--- src/hw/rtl/frnp_pkg.sv ---
`default_nettype none
package frnp_pkg;

  // default format: binary64
  localparam int FRAC_BITS_DEF = 52;
  localparam int EXP_WIDTH_DEF = 11;
  localparam int EXP_BIAS_DEF  = 1023;

  // fixed port widths
  localparam int MANT_W   = 64;
  localparam int EXP_IN_W = 16;
  localparam int RESULT_W = 64;

  // internal signed exponent, wide enough for input range plus all adjustments
  localparam int EXP_INT_W = 18;

  // width of a bit length of the mantissa (0..64)
  localparam int BLEN_W = $clog2(MANT_W + 1);

  // register stages from accepted start to done
  localparam int LATENCY = 6;

endpackage
`default_nettype wire

--- src/hw/rtl/float_round_normalize_pack_top.sv ---
// Channel   Handshake          Payload                       Notes
// input     start / busy       sign, mantissa, exponent      beat taken when start && !busy
// result    done (strobe)      result_bits                   valid for exactly one cycle
//
// One beat per cycle sustained; busy is never raised.
// A beat passes through six register stages (input, bit length, narrow/normalize
// shift, round, denormal shift, pack); done and result_bits are registered together
// in the pack stage.
// rst (synchronous) clears the stage valid bits only; beats in flight are dropped.
// The receiver cannot stall, so the pipeline never holds.
`default_nettype none
module float_round_normalize_pack_top #(
  parameter int FRAC_BITS = frnp_pkg::FRAC_BITS_DEF,
  parameter int EXP_WIDTH = frnp_pkg::EXP_WIDTH_DEF,
  parameter int EXP_BIAS  = frnp_pkg::EXP_BIAS_DEF
) (
  input  wire logic                                clk,
  input  wire logic                                rst,
  input  wire logic                                start,
  output logic                                     busy,
  input  wire logic                                sign,
  input  wire logic [frnp_pkg::MANT_W-1:0]         mantissa,
  input  wire logic signed [frnp_pkg::EXP_IN_W-1:0] exponent,
  output logic [frnp_pkg::RESULT_W-1:0]            result_bits,
  output logic                                     done
);
  import frnp_pkg::*;

  localparam int MW = FRAC_BITS + 1;
  localparam logic signed [EXP_INT_W-1:0] BIAS_ADJ =
    EXP_INT_W'(FRAC_BITS - 1 + EXP_BIAS);
  localparam logic signed [EXP_INT_W-1:0] EXP_ONES =
    EXP_INT_W'((1 << EXP_WIDTH) - 1);

  function automatic logic [BLEN_W-1:0] bit_len(input logic [MANT_W-1:0] v);
    logic [MANT_W-1:0] w;
    logic [BLEN_W-2:0] msb;
    w   = v;
    msb = '0;
    for (int k = BLEN_W - 2; k >= 0; k--) begin
      if ((w >> (1 << k)) != '0) begin
        msb[k] = 1'b1;
        w      = w >> (1 << k);
      end
    end
    bit_len = (v == '0) ? '0 : BLEN_W'(msb) + BLEN_W'(1);
  endfunction

  assign busy = 1'b0;

  // stage 0: input register
  logic                         v0;
  logic                         s0_sign;
  logic [MANT_W-1:0]            s0_m;
  logic signed [EXP_INT_W-1:0]  s0_e;

  always_ff @(posedge clk) begin
    if (rst) begin
      v0 <= 1'b0;
    end else begin
      v0 <= start && !busy;
    end
    s0_sign <= sign;
    s0_m    <= mantissa;
    s0_e    <= EXP_INT_W'(exponent);
  end

  // stage 1: bit length
  logic                         v1;
  logic                         s1_sign;
  logic [MANT_W-1:0]            s1_m;
  logic signed [EXP_INT_W-1:0]  s1_e;
  logic [BLEN_W-1:0]            s1_bl;

  always_ff @(posedge clk) begin
    if (rst) begin
      v1 <= 1'b0;
    end else begin
      v1 <= v0;
    end
    s1_sign <= s0_sign;
    s1_m    <= s0_m;
    s1_e    <= s0_e;
    s1_bl   <= bit_len(s0_m);
  end

  // stage 2: narrow an over-wide mantissa, or normalize left
  logic                         wide;
  logic [BLEN_W-1:0]            rsh;
  logic [BLEN_W-1:0]            lsh;
  logic [MANT_W:0]              rsh_full;
  logic [MANT_W-1:0]            lsh_full;
  logic [MW-1:0]                s2_m_next;
  logic                         s2_last_next;
  logic signed [EXP_INT_W-1:0]  s2_e_next;

  always_comb begin
    wide     = s1_bl > BLEN_W'(MW);
    rsh      = s1_bl - BLEN_W'(MW);
    lsh      = (s1_bl == '0) ? '0 : BLEN_W'(MW) - s1_bl;
    // extra low bit catches the last bit shifted out
    rsh_full = {s1_m, 1'b0} >> rsh;
    lsh_full = s1_m << lsh;
    if (wide) begin
      s2_m_next    = rsh_full[MW:1];
      s2_last_next = rsh_full[0];
      s2_e_next    = s1_e + EXP_INT_W'(rsh);
    end else begin
      s2_m_next    = lsh_full[MW-1:0];
      s2_last_next = 1'b0;
      s2_e_next    = s1_e - EXP_INT_W'(lsh);
    end
  end

  logic                         v2;
  logic                         s2_sign;
  logic [MW-1:0]                s2_m;
  logic                         s2_last;
  logic signed [EXP_INT_W-1:0]  s2_e;

  always_ff @(posedge clk) begin
    if (rst) begin
      v2 <= 1'b0;
    end else begin
      v2 <= v1;
    end
    s2_sign <= s1_sign;
    s2_m    <= s2_m_next;
    s2_last <= s2_last_next;
    s2_e    <= s2_e_next;
  end

  // stage 3: add back the last bit, fix a carry to the next power, bias
  logic [MW:0]                  rsum;
  logic [MW-1:0]                s3_m_next;
  logic signed [EXP_INT_W-1:0]  s3_bexp_next;

  always_comb begin
    rsum         = {1'b0, s2_m} + (MW + 1)'(s2_last);
    s3_m_next    = rsum[MW] ? rsum[MW:1] : rsum[MW-1:0];
    s3_bexp_next = s2_e + BIAS_ADJ + EXP_INT_W'(rsum[MW]);
  end

  logic                         v3;
  logic                         s3_sign;
  logic [MW-1:0]                s3_m;
  logic signed [EXP_INT_W-1:0]  s3_bexp;

  always_ff @(posedge clk) begin
    if (rst) begin
      v3 <= 1'b0;
    end else begin
      v3 <= v2;
    end
    s3_sign <= s2_sign;
    s3_m    <= s3_m_next;
    s3_bexp <= s3_bexp_next;
  end

  // stage 4: denormal shift and range classification
  logic [EXP_INT_W-1:0]         dsh;
  logic [MW-1:0]                s4_m_next;

  always_comb begin
    dsh = -s3_bexp;
    if (s3_bexp < 0) begin
      s4_m_next = (dsh >= EXP_INT_W'(MANT_W)) ? '0 : s3_m >> dsh[BLEN_W-2:0];
    end else begin
      s4_m_next = s3_m;
    end
  end

  logic                         v4;
  logic                         s4_sign;
  logic [MW-1:0]                s4_m;
  logic                         s4_den;
  logic                         s4_inf;
  logic [EXP_WIDTH-1:0]         s4_efield;

  always_ff @(posedge clk) begin
    if (rst) begin
      v4 <= 1'b0;
    end else begin
      v4 <= v3;
    end
    s4_sign   <= s3_sign;
    s4_m      <= s4_m_next;
    s4_den    <= s3_bexp < EXP_INT_W'(1);
    s4_inf    <= s3_bexp >= EXP_ONES;
    s4_efield <= s3_bexp[EXP_WIDTH-1:0];
  end

  // stage 5: denormal rounding and pack
  logic [MW:0]                  dsum;
  logic [RESULT_W-1:0]          word;

  always_comb begin
    dsum = {1'b0, s4_m} + (MW + 1)'(1);
    word = '0;
    word[FRAC_BITS+EXP_WIDTH] = s4_sign;
    priority if (s4_inf) begin
      word[FRAC_BITS+EXP_WIDTH-1:FRAC_BITS] = '1;
    end else if (s4_den) begin
      // round half up; a carry lands in the exponent field's low bit
      word[FRAC_BITS:0] = dsum[MW:1];
    end else begin
      word[FRAC_BITS+EXP_WIDTH-1:FRAC_BITS] = s4_efield;
      word[FRAC_BITS-1:0] = s4_m[FRAC_BITS-1:0];
    end
  end

  always_ff @(posedge clk) begin
    if (rst) begin
      done <= 1'b0;
    end else begin
      done <= v4;
    end
    result_bits <= word;
  end

endmodule
`default_nettype wire

--- config.mk ---
export PLATFORM = sky130hd
export DESIGN_NAME = float_round_normalize_pack_top
export DESIGN_NICKNAME = d
export VERILOG_FILES = /design/src/hw/rtl/frnp_pkg.sv /design/src/hw/rtl/float_round_normalize_pack_top.sv
export SDC_FILE = /design/constraint.sdc
export NUM_CORES = 1
export LEC_CHECK = 0
export ABC_AREA = 1
export BUFFER_PORTS_ARGS = -buffer_cell sky130_fd_sc_hd__buf_2
export CAP_MARGIN = 20
export CORE_ASPECT_RATIO = 1.1
export CORE_MARGIN = 2
export CORE_UTILIZATION = 45
export CTS_CLUSTER_SIZE = 20
export DETAILED_ROUTE_END_ITERATION = 10
export HOLD_SLACK_MARGIN = 0.15
export PLACE_DENSITY = 0.73
export REMOVE_ABC_BUFFERS = 1
export SYNTH_ARGS = -nofsm -noshare
export SYNTH_HDL_FRONTEND = slang
export SYNTH_SLANG_ARGS = --single-unit
--- constraint.sdc ---
create_clock -name clk -period 9.2 [get_ports clk]
set_input_delay 1.84 -clock clk [delete_from_list [all_inputs] [get_ports clk]]
set_output_delay 1.84 -clock clk [all_outputs]
set_load 0.02 [all_outputs]
# --- Word-level counts from Yosys, hierarchy flattened ---
# Cells that the tools add are included.
classes:
  add_sub_neg: 10
  order_cmp: 5
  shift: 3
  muxes: 19
  n_reduce_logical: 8
op_table:
  columns: ["operator", "count"]
  rows:
  - ["$reduce_bool A64 Y1", 6]
  - ["$mux W64", 5]
  - ["$mux W53", 4]
  - ["$shr A65 B7 Y54", 1]
  - ["$logic_not A64 Y1", 1]
  - ["$shl A64 B7 Y53", 1]
  - ["$add A53 B1 Y54", 1]
  - ["$add A53 B1 Y54 const B", 1]
  - ["$shr A53 B6 Y53", 1]
  - ["$mux W52", 1]
  - ["$add A18 B1 Y18", 1]
  - ["$add A18 B11 Y18 const B", 1]
  - ["$ge A18 B12 Y1 const B", 1]
  - ["$ge A18 B7 Y1 const B", 1]
  - ["$lt A18 B1 Y1 const B", 1]
  - ["$lt A18 B2 Y1 const B", 1]
  - ["$mux W18", 1]
  - ["$neg A18 Y18", 1]
  - ["$add A16 B8 Y17", 1]
  - ["$sub A16 B8 Y17", 1]
  - ["$mux W10", 1]
  - ["$add A6 B1 Y7 const B", 1]
  - ["$gt A7 B6 Y1 const B", 1]
  - ["$logic_not A7 Y1", 1]
  - ["other kinds (4)", 9]
word_totals:
  reg_bits: 451
  in_bits: 84
  output_inout_bits: 66

# --- Longest topological paths before layout ---
# Gate-level depths: netlist (run 1).
logic_depth:
  word_depth: 13
  mapped_depth: 33
  mapped_depth_nobuf: 33

# --- Worst setup path before layout (run 1) ---
# No wires, ideal clock.
synth_timing:
  path_kind: "reg-to-reg"
  from: "register s2_m[0]"
  to: "register s3_bexp[16]"
  setup_ps: 118
  arrival_time_ps: 4156
  setup_slack_ps: 4926
  stages_incl_launch_ff: 34
  synth_period_minus_slack_ps: 4274
  cell_sequence: "dfxtp_1 ha_1 nand2_1 nor2_1 nand3_1 nor2_1 nand4_1 nor2_1 nand4_1 nor2_1 nand4_1 nor2_1 nand4_1 nor2_1 nand4_1 nor2_1 nand4_1 nor2_1 nand4_1 nor2_1 nand3_1 nor2_1 ha_1 inv_1 ha_1 nor2_1 nor3_1 nand3b_1 nor3_1 o21ai_0 nand3b_1 nor2_1 nand2_1 xnor2_1"
synth_between:
  elab_chain_cells: 2
synth_lines:
  columns: ["element", "line_no", "source"]
  rows:
  - ["start: declaration", "float_round_normalize_pack_top.sv:117", "logic [MW-1:0] s2_m;"]
  - ["start signal: assignment", "float_round_normalize_pack_top.sv:128", "s2_m <= s2_m_next;"]
  - ["$add A53 B1 Y54", "float_round_normalize_pack_top.sv:139", "rsum = {1'b0, s2_m} + (MW + 1)'(s2_last);"]
  - ["named net rsum[53]", "float_round_normalize_pack_top.sv:134", "logic [MW:0] rsum;"]
  - ["$add A18 B1 Y18", "float_round_normalize_pack_top.sv:141", "s3_bexp_next = s2_e + BIAS_ADJ + EXP_INT_W'(rsum[MW]);"]
  - ["named net s3_bexp_next[16]", "float_round_normalize_pack_top.sv:136", "logic signed [EXP_INT_W-1:0] s3_bexp_next;"]
  - ["end signal: assignment", "float_round_normalize_pack_top.sv:157", "s3_bexp <= s3_bexp_next;"]
  - ["end: declaration", "float_round_normalize_pack_top.sv:147", "logic signed [EXP_INT_W-1:0] s3_bexp;"]
# The timed path passes the listed nets, and every way through them passes these cells.
# A chain may end at the register's enable or synchronous reset.

# --- Final worst setup path (run 1) ---
layout_timing:
  from: "register s1_bl[0]"
  to: "register s2_e[16]"
layout_between:
  elab_chain_cells: 4
  elab_cells_between_ends: 8
  cone_classes: "add/sub (4); order compare (1); mux (2); reduce/logical (1)"
layout_lines:
  columns: ["element", "line_no", "source"]
  rows:
  - ["start: declaration", "float_round_normalize_pack_top.sv:73", "logic [BLEN_W-1:0] s1_bl;"]
  - ["start signal: assignment", "float_round_normalize_pack_top.sv:84", "s1_bl <= bit_len(s0_m);"]
  - ["$sub A6 B7 Y7 or $logic_not A7 Y1 (tied branches)", "float_round_normalize_pack_top.sv:100", "lsh = (s1_bl == '0) ? '0 : BLEN_W'(MW) - s1_bl;"]
  - ["$mux W7", "float_round_normalize_pack_top.sv:100", null]
  - ["$sub A16 B8 Y17", "float_round_normalize_pack_top.sv:111", "s2_e_next = s1_e - EXP_INT_W'(lsh);"]
  - ["$mux W18 (*)", "float_round_normalize_pack_top.sv:104", "if (wide) begin"]
  - ["named net s2_e_next[16]", "float_round_normalize_pack_top.sv:95", "logic signed [EXP_INT_W-1:0] s2_e_next;"]
  - ["end signal: assignment", "float_round_normalize_pack_top.sv:130", "s2_e <= s2_e_next;"]
  - ["end: declaration", "float_round_normalize_pack_top.sv:119", "logic signed [EXP_INT_W-1:0] s2_e;"]
# The timed path passes the listed nets; every way through them passes the cells marked *.

==> results of run 1 <==
## logic make-up after synthesis
group / after synthesis / synth area share
AO/OA/AOI/OAI: 859 / 0.185
XOR/XNOR: 107 / 0.0365
adder cells (fa/ha/maj): 33 / 0.0164
buffers and inverters: 605 / 0.0897
flip-flops: 450 / 0.351
multiplexers: 182 / 0.0709
other: 1 / 0.000146
AND/OR/NAND/NOR: 1500 / 0.251
## synth_stat cells, types with 4 or more instances
cell	instances	area (um^2)
nand2_1	880	3300
o21ai_0	537	2690
dfxtp_1	450	9010
inv_1	389	1460
nor2_1	277	1040
mux2i_1	182	1820
clkbuf_1	161	604
a21oi_1	127	636
nand3_1	123	616
xor2_1	85	744
nor3_1	62	310
o211ai_1	54	405
o22ai_1	50	313
nor4_1	41	257
nand4_1	36	225
or2_2	34	213
ha_1	32	400
buf_1	27	101
xnor2_1	22	193
a31oi_1	16	100
o21ai_1	12	60.1
a221o_1	9	90.1
a32o_1	9	90.1
clkinv_1	9	33.8
o221ai_1	9	78.8
inv_2	8	30.0
a221oi_1	6	52.6
nand2_2	6	37.5
buf_2	5	25.0
nand3b_1	5	37.5
nor2_2	5	31.3
nor3b_1	5	37.5
o311ai_0	5	43.8
a32oi_1	4	35.0
nor2_4	4	45.0
## path summary, 6_finish.rpt
path                                 end  slack [ps]  cells past startpoint
worst max-delay path            s2_e[16]        3490                     31
worst min-delay path             s1_e[0]         300                      0
worst max register to register  s2_e[16]        3490                     31
worst min register to register   s1_e[0]         300                      0
## per-layer routing
metal / vias up / share of wire / track usage / wire [um]
met2: 816 / 0.47 / 0.494 / 40300
met4: 0 / 0.093 / 0.237 / 7920
met5: - / 0 / 0 / 0
li1: 12500 / - / - / -
met1: 11000 / 0.38 / 0.303 / 32200
met3: 290 / 0.053 / 0.0441 / 4510
## state kept, by name, indices dropped and copies added, names as in the netlist, 7 cells and up
signal	flops
result_bits	64
s0_e	16
s0_m	64
s1_bl	7
s1_e	16
s1_m	64
s2_e	17
s2_m	53
s3_bexp	18
s3_m	53
s4_efield	11
s4_m	53
## stage by stage
step	hold slack, ps	instances	TNS, ps	area [um^2]	utilization
after floorplan	310	3540	-6620	24900	-
after global routing	319	4555	0	28700	0.510
after global placement	311	4467	0	27000	0.479
after detailed placement	312	4468	0	27000	0.480
final	305	4555	0	28700	0.510
after CTS	315	4553	0	28700	0.509
## power by group
part	internal, W	switching (W)	leakage [nW]
Combinational	0.00116	0.00260	8.26
Clock	0.00121	0.000825	0.804
Sequential	0.00240	0.000314	3.75
Total	0.00477	0.00374	12.8
## area by class of cell
class	count	area, um^2	area share
Clock buffer	57	1250	0.0436
Sequential cell	450	9010	0.314
Tap cell	744	931	0.0324
Timing Repair Buffer	186	1070	0.0373
Inverter	408	1540	0.0537
Clock inverter	28	423	0.0147
Multi-Input combinational cell	2682	14500	0.504
==> impl_metrics.ini, run 1 <==
[run_status]
outcome = completed

[final_layout]
syn_to_final_growth_pct = 11.7
diodes = 0
fillCellCount = 5709
final_nets = 3891
final_common_cell = nand2_1
mostFrequentLayoutCells = 878 x nand2_1, 537 x o21ai_0, 448 x dfxtp_1
drive_gt1_frac = 0.0929

[timing]
report.final.slew_viol_count = 0
fin_crit_ps = 5710
slew_headroom = 0.197
rsz0062_at_grt = false
hold_violations = 0
setup_ws_ps = 3490
min_period_over_period = 0.621
worstMarginPinSlew_ps = 1190
setup_viol_count_final = 0
clock.fmax_ghz = 0.175
fin_skew_ps = 25.0

[clock_network]
clkTransAtPathRegs_ps = 70
clock_latency_ps = 610
htreeDepth = 2
cts_tree = built
cts-hold-fix-buffers = 0
post_cts_resized = 0
clock_sinks = 450
cts_setup_buffers = 0
cts_buffer_depth = 3
cts_made_buffers = 46
root_buffer = clkbuf_16

[critical_path]
cp.arrival_ps = 6210
crit_slowest_cell = buf_4
crit_family = buffers and inverters
crit_top_cell = nand2_1
cp_slowest_stage_delay_ps = 650
worst_setup_path_end_kind = register
cp_num_buf_inv = 7
r2r-start = s1_bl[0]
start_kind = register
crit_fanout = 97
critPathRequiredTime_ps = 9690
crit_type = register to register
startpoint = s1_bl[0]

[pwr]
finalPower_w = 0.00851
p_leak_nw = 12.8
p_per_area_nw_per_um2 = 296
max-vdd-ir-drop_v = 0.000215

[global_routing]
grt_first_pass_wirelength_mm = 129
overflow = 0
antenna_found_initial = 0
grtUsageTotal = 0.284
grt_max_degree = 98
grt_pass1_vias = 23200

[placed_design]
dp_slack_ps = 3560
place.gp.congestion = 1.08
hpwl_mm = 66.0
portBuffers = 148

[floorplan]
initial_utilization = 0.457
die_y_um = 255
rows = 91
io_pins = 150
die-area_um2 = 59000
core_um2 = 56200
fp.dieW_um = 232

[logic_synthesis]
yosysWarningCount = 0
synth_edf_count = 0
yosys_most_used_dff = dfxtp_1
synth-seq-cells = 450
netlist_area_um2 = 25700
async_reset_ff_frac = 0
yosys.cell_types.count = 65
syn_inst = 3737
syn_avg_cell_area_um2 = 6.88
ys_seq_area_frac = 0.351

[detailed_routing]
antenna_left = 0
drc = 0
viasPerCell = 5.40
drt_pre_antenna_iters = 7
drt_iter0_markers = 1638
vias = 24600
wl_per_cell_um = 18.6
wirelength_mm = 84.9

[hold_path]
worstHoldStart = s0_e[0]
min_path_type = register to register

[job]
max_cap_viol_count = 0
Power figures use the tool's default switching activity.
==> inputs of run 2 (changes only) <==
ABC_AREA = 0   (was 1)
clock period = 5.98 ns   (was 9.2 ns; I/O delays follow)
==> impl_metrics.ini, run 2 <==
[timing]
worstMarginPinSlew_ps = 1160
slew_headroom = 0.223
clock.fmax_ghz = 0.197
report.final.slew_viol_count = 0
fin_skew_ps = 25.5
rsz0062_at_grt = false
min_period_over_period = 0.849
setup_viol_count_final = 0
hold_violations = 0
fin_crit_ps = 5080

[detailed_routing]
wirelength_mm = 81.1
viasPerCell = 6.03
drt_iter0_markers = 1997
drt_pre_antenna_iters = 7
drc = 0
antenna_left = 0
wl_per_cell_um = 22.2
vias = 22000

[critical_path]
worst_setup_path_end_kind = register
cp.arrival_ps = 5610
r2r_slack_ps = 900
start_kind = register
crit_fanout = 39
critPathRequiredTime_ps = 6510
crit_type = register to register

[floorplan]
core_um2 = 55800
fp.dieW_um = 230
die-area_um2 = 58000
io_pins = 150
die_y_um = 252
rows = 91
initial_utilization = 0.452

[final_layout]
stdcell_count = 3652
final_util = 0.505
diodes = 0
fillCellCount = 5300
final_nets = 2988
ff_latch_area_um2 = 9020
syn_to_final_growth_pct = 11.7
multiInputGateArea_um2 = 15200
mostFrequentLayoutCells = 446 x dfxtp_1, 323 x nand2_1, 246 x nor2_1
reg.largest.list = result_bits x64, s0_m x64, s1_m x64
final_common_cell = dfxtp_1
drive_gt1_frac = 0.157

[placed_design]
dp.cells = 3564
hpwl_mm = 62.2
place.gp.congestion = 1.03
portBuffers = 148

[logic_synthesis]
synth_top_area_frac = 0.357
netlist_area_um2 = 25200
syn_avg_cell_area_um2 = 8.93
synth_edf_count = 0
yosys_most_used_dff = dfxtp_1
async_reset_ff_frac = 0
yosys.cell_types.count = 91
synth-seq-cells = 450
ys_seq_area_frac = 0.357
synth_area_leaders = dfxtp_1 36%, mux2i_1 9.0%, mux4_2 8.7%
synth_top_area_cell = dfxtp_1
yosysWarningCount = 0
synthTopCellsByCount = 450 x dfxtp_1, 323 x nand2_1, 246 x nor2_1
yosysMostFrequentCell = dfxtp_1
syn_inst = 2826

[global_routing]
overflow = 0
grtUsageTotal = 0.273
grtUsageMet2 = 0.478
use_met3 = 0.0412
antenna_found_initial = 0
top_usage_layer = met2
grtUsageMet1 = 0.306
grt_pass1_vias = 21000
grt_first_pass_wirelength_mm = 123
grt_max_degree = 100

[clock_network]
post_cts_resized = 0
cts_setup_buffers = 0
htreeDepth = 2
cts_buffer_depth = 3
cts_tree = built
root_buffer = clkbuf_16
clock_sinks = 450
clkTransAtPathRegs_ps = 60
cts_made_buffers = 47
cts-hold-fix-buffers = 0
clock_latency_ps = 610

[job]
max_cap_viol_count = 0

[run_status]
outcome = completed

[pwr]
p_leak_nw = 11.2
max-vdd-ir-drop_v = 0.000264
p_per_area_nw_per_um2 = 469

[hold_path]
min_path_type = register to register
[run 2: kinds of logic (layout without fill, tap and decap cells)]
group           Yosys count  after routing  synth area share
buf+inv                 277            359            0.0477
compound gates          681            681             0.178
simple gates            907            907             0.166
xor+xnor                111            111            0.0388
flops                   450            450             0.357
mux                     366            366             0.196
other cells               1              1          0.000149
fa+ha+maj                33             33            0.0167
[run 2: worst paths after layout]
kind                            startpoint       end  depth (start not counted)
worst max-delay path              s1_bl[1]  s2_e[16]                         18
worst min-delay path              s0_e[10]  s1_e[10]                          0
worst max register to register    s1_bl[1]  s2_e[16]                         18
worst min register to register    s0_e[10]  s1_e[10]                          0
[run 2: worst max-delay path, stage by stage (launching register included)]
cell and delay, ps:
dfxtp_1 300, buf_4 290, clkinv_1 470, ha_4 390, nand2b_1 440, o21ai_4 120
inv_2 60, buf_4 410, ha_1 270, inv_1 60, fa_1 420, a211oi_1 270
nor2_1 110, o41ai_1 300, o21ai_0 240, o21ai_0 350, o2111ai_1 170, a21oi_1 190
xnor2_1 140
[run 2: cell type report]
type / instances / area share
multi-input combinational: 2099 / 0.540
sequential: 450 / 0.320
clock buffer: 63 / 0.0464
timing repair buffer: 189 / 0.0378
tap: 744 / 0.0330
clock inverter: 23 / 0.0119
inverter: 84 / 0.0112
[run 2: metal layers]
metal | routed length, um | part of all wire
met5 | 0 | 0
met4 | 6410 | 0.079
met3 | 5120 | 0.063
met2 | 39500 | 0.49
met1 | 30000 | 0.37
[run 2: per-stage QoR]
stage | instance area, um^2 | setup TNS (ps) | setup WS [ps] | total power (W) | hold slack [ps]
2_1_floorplan | 24400 | -123670 | -2040 | 0.00827 | 310
5_1_grt | 28200 | 0 | 548 | 0.0139 | 312
3_5_place_dp | 26500 | 0 | 1000 | 0.0100 | 313
3_3_place_gp | 26500 | 0 | 1060 | 0.0100 | 310
4_1_cts | 28200 | 0 | 964 | 0.0131 | 320
6_report | 28200 | 0 | 903 | 0.0132 | 317
[run 2: power breakdown]
part / total (W) / switching (W) / internal [W]
sequential: 0.00426 / 0.000611 / 0.00365
combinational: 0.00590 / 0.00367 / 0.00223
clock: 0.00306 / 0.00124 / 0.00182
